`src/hdl/glmd_pkg.sv`:
```
// ----------------------------------------------------------------------------
// Grid local maximum detector: shared package
// Types, sizes and the neighbourhood compare used by the detector modules.
// ----------------------------------------------------------------------------
package glmd_pkg;

    localparam int MAX_COLS    = 1024;
    localparam int PIXEL_BITS  = 16;
    localparam int COL_BITS    = $clog2(MAX_COLS);
    localparam int ROW_LIMIT   = 4096;
    localparam int ROW_BITS    = $clog2(ROW_LIMIT);
    localparam int NROWS_BITS  = 13;
    localparam int NCOLS_BITS  = 11;
    localparam int CFG_IDX_BITS = 8;
    localparam int CFG_DATA_BITS = 13;

    // Configuration register indexes.
    localparam logic [CFG_IDX_BITS-1:0] CFG_NUM_ROWS = 8'd0;
    localparam logic [CFG_IDX_BITS-1:0] CFG_NUM_COLS = 8'd1;

    // Result queue of per-pixel decision records.
    localparam int QUEUE_DEPTH = 8;
    localparam int QUEUE_AW    = $clog2(QUEUE_DEPTH);

    // Decision bits of one pixel, in reporting order.
    localparam int DEC_UL = 0;  // cell one row up, one column left
    localparam int DEC_UP = 1;  // cell one row up, same column (row end)
    localparam int DEC_LF = 2;  // cell same row, one column left (last row)
    localparam int DEC_HR = 3;  // the pixel itself (end of frame)

    typedef logic signed [PIXEL_BITS-1:0] t_pix;
    typedef t_pix t_win [3][3];
    typedef logic [2*PIXEL_BITS-1:0] t_line_word;

    typedef struct packed {
        logic [3:0]          mask;
        logic [ROW_BITS-1:0] row;
        logic [COL_BITS-1:0] col;
    } t_peak_rec;

    // True when the centre at (cr, ck) is strictly above every neighbour
    // that exists on the sides flagged as present.
    function automatic logic is_peak(input t_win w, input int cr, input int ck,
                                     input logic top_ok, input logic left_ok,
                                     input logic bot_ok, input logic right_ok);
        logic ok;
        int   ri;
        int   kj;
        ok = 1'b1;
        for (int di = -1; di <= 1; di++) begin
            for (int dj = -1; dj <= 1; dj++) begin
                ri = cr + di;
                kj = ck + dj;
                if (!(di == 0 && dj == 0) && ri >= 0 && ri <= 2 && kj >= 0 && kj <= 2 &&
                    !(di < 0 && !top_ok) && !(di > 0 && !bot_ok) &&
                    !(dj < 0 && !left_ok) && !(dj > 0 && !right_ok)) begin
                    if (!(w[cr][ck] > w[ri][kj])) begin
                        ok = 1'b0;
                    end
                end
            end
        end
        return ok;
    endfunction

endpackage

```
`src/hdl/glmd_out_queue.sv`:
```
// ----------------------------------------------------------------------------
// Grid local maximum detector: result queue
// Buffers per-pixel decision records and hands out one maximum per transfer.
// ----------------------------------------------------------------------------
module glmd_out_queue (
    input  logic                          i_clk,
    input  logic                          i_rst_n,
    input  logic                          i_push,
    input  glmd_pkg::t_peak_rec           i_rec,
    output logic                          o_room,
    output logic                          o_valid,
    input  logic                          i_ready,
    output logic [glmd_pkg::ROW_BITS-1:0] o_max_row,
    output logic [glmd_pkg::COL_BITS-1:0] o_max_col,
    output logic                          o_last
);

    glmd_pkg::t_peak_rec r_mem [glmd_pkg::QUEUE_DEPTH];
    logic [glmd_pkg::QUEUE_AW-1:0] r_wr;
    logic [glmd_pkg::QUEUE_AW-1:0] r_rd;
    logic [glmd_pkg::QUEUE_AW:0]   r_cnt;
    glmd_pkg::t_peak_rec           r_cur;
    logic                          r_cur_valid;

    logic       xfer;
    logic       one_left;
    logic       load;
    logic [3:0] low_bit;

    // One record in flight upstream plus the one being accepted must fit.
    assign o_room = (r_cnt <= (glmd_pkg::QUEUE_AW+1)'(glmd_pkg::QUEUE_DEPTH - 2));

    assign low_bit  = r_cur.mask & (~r_cur.mask + 4'd1);
    assign one_left = (r_cur.mask & (r_cur.mask - 4'd1)) == 4'd0;
    assign xfer     = r_cur_valid && i_ready;
    assign load     = (r_cnt != '0) && (!r_cur_valid || (xfer && one_left));

    assign o_valid   = r_cur_valid;
    assign o_last    = one_left;
    assign o_max_row = (low_bit[glmd_pkg::DEC_UL] || low_bit[glmd_pkg::DEC_UP])
                       ? r_cur.row - 1'b1 : r_cur.row;
    assign o_max_col = (low_bit[glmd_pkg::DEC_UL] || low_bit[glmd_pkg::DEC_LF])
                       ? r_cur.col - 1'b1 : r_cur.col;

    always_ff @(posedge i_clk) begin
        if (i_push) begin
            r_mem[r_wr] <= i_rec;
        end
    end

    always_ff @(posedge i_clk) begin
        if (!i_rst_n) begin
            r_wr        <= '0;
            r_rd        <= '0;
            r_cnt       <= '0;
            r_cur_valid <= 1'b0;
            r_cur       <= '0;
        end else begin
            if (i_push) begin
                r_wr <= r_wr + 1'b1;
            end
            if (load) begin
                r_rd <= r_rd + 1'b1;
            end
            r_cnt <= r_cnt + (glmd_pkg::QUEUE_AW+1)'(i_push) - (glmd_pkg::QUEUE_AW+1)'(load);
            if (load) begin
                r_cur       <= r_mem[r_rd];
                r_cur_valid <= 1'b1;
            end else if (xfer && one_left) begin
                r_cur_valid <= 1'b0;
            end else if (xfer) begin
                r_cur.mask <= r_cur.mask & ~low_bit;
            end
        end
    end

`ifndef NO_ASSERTIONS
    a_no_overflow: assert property (@(posedge i_clk) disable iff (!i_rst_n)
        i_push |-> (r_cnt < (glmd_pkg::QUEUE_AW+1)'(glmd_pkg::QUEUE_DEPTH)))
        else $error("result queue written while full");
    a_cur_nonempty: assert property (@(posedge i_clk) disable iff (!i_rst_n)
        r_cur_valid |-> (r_cur.mask != 4'd0))
        else $error("current record holds no decision");
    a_push_nonempty: assert property (@(posedge i_clk) disable iff (!i_rst_n)
        i_push |-> (i_rec.mask != 4'd0))
        else $error("empty record pushed");
`endif

endmodule

```
`config.mk`:
```
export PLATFORM = sky130hd
export DESIGN_NAME = glmd_out_queue
export DESIGN_NICKNAME = d
export VERILOG_FILES = /design/src/hdl/glmd_pkg.sv /design/src/hdl/glmd_out_queue.sv
export SDC_FILE = /design/constraint.sdc
export NUM_CORES = 1
export LEC_CHECK = 0
export BUFFER_PORTS_ARGS = -buffer_cell sky130_fd_sc_hd__clkbuf_2
export CORE_AREA = 4 4 141 143
export DETAILED_ROUTE_END_ITERATION = 8
export DIE_AREA = 0 0 145 147
export MAX_ROUTING_LAYER = met4
export PLACE_DENSITY_LB_ADDON = 0.12
export SLEW_MARGIN = 20
export SYNTH_ARGS = -nofsm -noshare
export SYNTH_HDL_FRONTEND = slang
export SYNTH_SLANG_ARGS = --single-unit
```
`constraint.sdc`:
```
create_clock -name i_clk -period 2.64 [get_ports i_clk]
set_clock_uncertainty 0.15 [all_clocks]
set_input_delay 0.396 -clock i_clk [delete_from_list [all_inputs] [get_ports i_clk]]
set_output_delay 0.396 -clock i_clk [all_outputs]
set_load 0.01 [all_outputs]
```
== Yosys cells after proc, flatten, opt, wreduce, memory -nomap -nowiden ==
Memory sizes are Yosys's and may differ from the RTL's. A register that Yosys moved wholly into a read port is not among the register bits.
Cells that the tools add are included.

* Word-level logic and storage cells: 46
* Output and inout port bits: 25
* RAM bits: 208
* Input port bits: 30
* Memories kept: 1
* Register bits: 37

{| class="wikitable"
|+ Memory list
! memory !! words !! bits a word !! read ports !! clocked after Yosys merged registers in !! write ports !! RTL line !! RTL
|-
| r_mem || 8 || 26 || 1 || 1 || 1 || glmd_out_queue.sv:18 || <nowiki>glmd_pkg::t_peak_rec r_mem [glmd_pkg::QUEUE_DEPTH];</nowiki>
|}

* Equality and inequality tests: 1
* $add $sub $neg: 8
* Order comparisons: 1
* Reduce and logical (&&, ||, !) cells: 12
* Bitwise operators: 5
* Multiplexer cells: 11

{| class="wikitable"
|+ Operator list
! cell !! number
|-
| $and 4x4->4 || 3
|-
| $mux 12 || 1
|-
| $mux 4 || 3
|-
| $sub 12x1->12 const B || 1
|-
| $mux 10 || 1
|-
| $sub 10x1->10 const B || 1
|-
| $not 4->4 || 2
|-
| $add 3x1->3 const B || 2
|-
| $mux 3 || 2
|-
| $add 4x1->4 || 1
|-
| $add 4x1->4 const B || 1
|-
| $le 4x3->1 const B || 1
|-
| $logic_not 4->1 || 1
|-
| $mux 1 || 4
|-
| $reduce_bool 2->1 || 2
|-
| $reduce_bool 4->1 || 1
|-
| $sub 4x1->4 || 1
|-
| $sub 4x1->4 const B || 1
|-
| $logic_and 1x1->1 || 3
|-
| $logic_or 1x1->1 || 3
|-
| $ne 2x2->1 const B || 1
|-
| $reduce_and 2->1 || 1
|-
| $logic_not 1->1 || 1
|}

== Longest topological paths before layout ==
* Depth after elaboration: 8
* Depth in mapped cells: 13
* Mapped depth without buffers: 11

== Worst setup path before layout ==
OpenSTA, ideal clock, no wires.

* Path type: register to register
* Start: register r_wr[2] in the netlist's numbering
* End: memory r_mem[0][0] in the netlist's numbering, enable pin
* Data required time: 2.048 ns
* Stages on the path, launching flop included: 3
* Clock period less this slack: 2.891 ns
* Path buffers: 0
* Path slack: -0.251 ns
* Arrival: 2.299 ns
* Library setup time: 0.442 ns
* Path through: dfxtp_1 nand2b_1 nor3_1

{| class="wikitable"
|+ RTL lines
! what !! RTL line !! RTL
|-
| start: declaration || glmd_out_queue.sv:19 || <nowiki>logic [glmd_pkg::QUEUE_AW-1:0] r_wr;</nowiki>
|-
| start signal: assignment || glmd_out_queue.sv:60 || <nowiki>r_wr <= r_wr + 1'b1;</nowiki>
|-
| end: declaration || glmd_out_queue.sv:18 ||
|}

No word-level cell before the write port.

== Final worst setup path ==
* Start: register r_cur[0] in the netlist's numbering
* End: output port o_max_col[9] in the netlist's numbering

* Word-level cells in the longest chain between the ends: 2

{| class="wikitable"
|+ RTL lines
! what !! RTL line !! RTL
|-
| start: declaration || glmd_out_queue.sv:22 || <nowiki>glmd_pkg::t_peak_rec r_cur;</nowiki>
|-
| start signal: assignment || glmd_out_queue.sv:67 || <nowiki>r_cur <= r_mem[r_rd];</nowiki>
|-
| $sub 10x1->10 || glmd_out_queue.sv:43 || <nowiki>? r_cur.col - 1'b1 : r_cur.col;</nowiki>
|-
| $mux 10 || glmd_out_queue.sv:43 ||
|-
| end: declaration || glmd_out_queue.sv:14 || <nowiki>output logic [glmd_pkg::COL_BITS-1:0] o_max_col,</nowiki>
|}

No other way between the ends.

==> run_results.csv <==
group,metric,value,unit
detailed_routing,firstDrtPassIters,5,
setup_path,reg2reg_from,"r_cnt[2]",
detailed_routing,final_antenna_net_count,0,
die,fp.dieH,147,um
timing,worst_slack,-0.01283,ns
global_routing,antenna_found_initial,0,
setup_path,cp-end-kind,"output port",
setup_path,ff2ff_setup_slack,0.18,ns
timing,worst_slew_pin_slew,0.5503,ns
synthesis,post_synth_num_cell_types,41,
run,drv_cap,0,
power,vdd_drop_max,0.6256,mV
timing,finalSetupTns,-0.01283,ns
cts,cts_tree,"yes",
timing,hold_violations,0,
die,fp-row-count,50,
timing,max_slew_margin,63.27,%
cts,cts_sinks,248,
synthesis,syn_area,10040,um^2
cells_and_area,stdcell_count,881,
detailed_routing,vias,5281,
cts,clk_path_buf_depth,3,
placed_design,dp.cells,832,
cells_and_area,area_growth,15.15,%
detailed_routing,dr.first_iter.drc_count,379,
synthesis,synth_nets,596,
synthesis,netlist_instances,556,
cts,cts-root-buf,"clkbuf_16",
run_status,failed_checks,"negative setup slack",
setup_path,r2r_end,"r_cnt[2]",
cts,numCtsBuffers,25,
synthesis,synth_seq_cells,248,
setup_path,max_stage_delay,0.38,ns
detailed_routing,wire_per_inst,23.30,um
synthesis,async_flop_share,0,%
placed_design,gp_congestion,0.8368,
power,leakagePower,4.049,nW
synthesis,synth_edf_count,208,
cells_and_area,drive_above_1_share,29.06,%
worst_hold_path,min_to,"r_mem[4][8]",
placed_design,port_buffers,54,
cts,postCtsSetupRepairBufs,0,
worst_hold_path,hold_start,"i_rec[8]",
power,pwr_density_cell,1034,nW/um^2
setup_path,startpoint_type,"flop",
timing,fin_crit,2.653,ns
cts,cts-htree-levels,1,
setup_path,r2r_cells,11,
setup_path,required,2.09,ns
detailed_routing,vias_per_cell,5.994,
global_routing,grt_pass1_wl,32160,um
die,start_util,54.02,%
setup_path,cp_max_fo,3,
placed_design,place_ws,0.1864,ns
timing,fin_crit_sh,100.5,%
synthesis,yosys_warnings,0,
timing,rsz0062_at_grt,"yes",
synthesis,synth-seq-area-share,70.21,%
run_status,status,"finished with violations",
die,ios,55,
cts,clk_latency,0.51,ns
setup_path,crit_arrival,2.11,ns
die,fp.coreArea,18580,um^2
timing,timing.fmax,377.0,MHz
timing,slew_violations,0,
global_routing,grt.overflow.total,0,
die,die_x,145,um
cts,clkTransAtPathRegs,0.06,ns
global_routing,grt_use_total,20.09,%
synthesis,synthFlopType,"edfxtp_1",
timing,setup_viol,1,
cells_and_area,num_antenna_cells,0,
setup_path,cp_slowest_cell,"or3_4",
setup_path,crit_chain,"or3_4 > a211o_1 > nor3b_2 > xor2_1 > buf_2",
cells_and_area,final_nets,669,
global_routing,grt_max_degree,35,
placed_design,hpwl,12030,um
detailed_routing,routed_wl,20520,um
worst_hold_path,whs_path_depth,1,
die,die_area,21320,um^2
detailed_routing,drcViolationCount,0,
worst_hold_path,min_path_type,"input pin to flop",
synthesis,avgSynthCellArea,18.05,um^2
setup_path,critPathKind,"flop to output port",
global_routing,grt_pass1_vias,5391,
cells_and_area,post-route-util,62.20,%
critical path: cells and delay by family (launching register included):
kind,cells,cell delay (ns)
xor+xnor,1,0.23
flops,1,0.32
simple gates,2,0.60
buf+inv,1,0.17
compound gates,1,0.28
cell type report:
class / count / area, um^2
Clock buffer: 28 / 636.9
Multi-Input combinational cell: 262 / 2851
Timing Repair Buffer: 80 / 513.0
Tap cell: 234 / 292.8
Inverter: 12 / 45.04
Sequential cell: 248 / 7061
Clock inverter: 17 / 157.7
Fill cell: 1344 / 7023
where the power goes:
| group | switching, mW | internal (mW) | total [mW] | leakage, nW |
|---|---|---|---|---|
| Sequential | 0.381 | 4.57 | 4.95 | 2.22 |
| Clock | 1.39 | 2.02 | 3.41 | 0.387 |
| Combinational | 1.89 | 1.69 | 3.58 | 1.44 |
| Total | 3.66 | 8.28 | 11.9 | 4.05 |
registers in the layout, summed over array words and instances, names as in the netlist, named ones only:
register / count
r_wr: 3
r_rd: 3
o_valid: 1
r_mem: 208
r_cur: 26
r_cnt: 4
synthesized netlist by cell type (all sizes together) (2+ instances only):
master / count / area share (%)
nor4: 6 / 0.37
nor2: 21 / 0.79
xor2: 13 / 1.1
o21ai: 9 / 0.45
mux4: 52 / 12
o21a: 5 / 0.37
a21oi: 9 / 0.45
nand3: 3 / 0.15
xnor2: 10 / 0.87
nand4: 2 / 0.12
ha: 9 / 1.1
clkbuf: 12 / 0.45
mux2: 2 / 0.22
or3: 3 / 0.19
o211ai: 22 / 1.6
o211a: 22 / 2.2
inv: 12 / 0.45
buf: 22 / 1.4
mux2i: 28 / 2.8
edfxtp: 208 / 62
a211oi: 8 / 0.60
dfxtp: 40 / 8.0
nand2b: 6 / 0.37
nor3: 8 / 0.40
or2: 3 / 0.19
nand2: 12 / 0.45
layer usage:
layer	vias up	routed length (um)	track usage (%)	share of wire, %
met5	-	0	-	0
met1	2708	8927	27.13	43
met2	151	10210	33.15	50
li1	2392	-	-	-
met3	30	1030	3.085	5.0
met4	0	357	4.228	1.7
kinds of logic (layout without fill, tap and decap cells):
| family | count (synthesis) | count (layout) | share of synthesized area, % |
|---|---|---|---|
| flops | 248 | 248 | 70.21 |
| compound gates | 79 | 79 | 6.033 |
| mux | 82 | 82 | 14.83 |
| buf+inv | 46 | 137 | 2.269 |
| simple gates | 68 | 68 | 3.329 |
| xor+xnor | 23 | 23 | 2.007 |
| fa+ha+maj | 10 | 10 | 1.321 |
placed cells by master, fill, tap and decap left out, types with 3 or more instances in the layout:
| cell type | instances |
|---|---|
| clkbuf_1 | 3 |
| buf_4 | 19 |
| o21ai_0 | 4 |
| a21oi_1 | 9 |
| nor2_1 | 15 |
| buf_12 | 3 |
| mux4_1 | 4 |
| nand3_1 | 3 |
| o211a_1 | 22 |
| dfxtp_1 | 31 |
| mux4_2 | 48 |
| clkinv_1 | 8 |
| nand2b_1 | 6 |
| xor2_1 | 13 |
| o211ai_1 | 22 |
| clkinv_2 | 3 |
| ha_1 | 9 |
| clkbuf_16 | 25 |
| nor3_1 | 5 |
| nand2_1 | 12 |
| a211oi_1 | 8 |
| nor2_2 | 6 |
| o21a_1 | 5 |
| inv_1 | 11 |
| nor4_2 | 3 |
| dlygate4sd3_1 | 4 |
| xnor2_1 | 10 |
| clkbuf_2 | 52 |
| o21ai_1 | 5 |
| mux2i_1 | 28 |
| bufinv_16 | 3 |
| dfxtp_2 | 8 |
| edfxtp_1 | 208 |
worst max-delay path by stage:
stage                         from           end  slack (ns)  depth (start not counted)
after CTS                 r_cur[1]  o_max_col[9]       -0.05                          5
after floorplan           r_cnt[2]      r_cnt[2]        0.12                         13
final                     r_cur[0]  o_max_col[9]       -0.01                          5
after global routing      r_cur[0]  o_max_col[9]       -0.13                          5
after detailed placement  r_cnt[2]      r_cnt[2]        0.19                         11
after global placement    r_cnt[2]      r_cnt[2]        0.34                         11
repair_timing:
action | CTS | global route
hold buffers | 4 | 0
pin swaps | 4 | 3
endpoints found under the hold margin | 30 | 0
setup endpoints to repair | 5 | 6
resized for setup | 6 | 11
metrics by stage:
step	cell area, um^2	hold WS (ns)	power, mW
after global placement	10660	0.3048	8.480
after detailed placement	10660	0.3335	8.579
final	11560	0.01387	11.95
after CTS	11530	0.002333	12.02
after floorplan	10050	0.3055	7.441
after global routing	11560	0.01527	12.61
(Power assumes the default switching activity.)
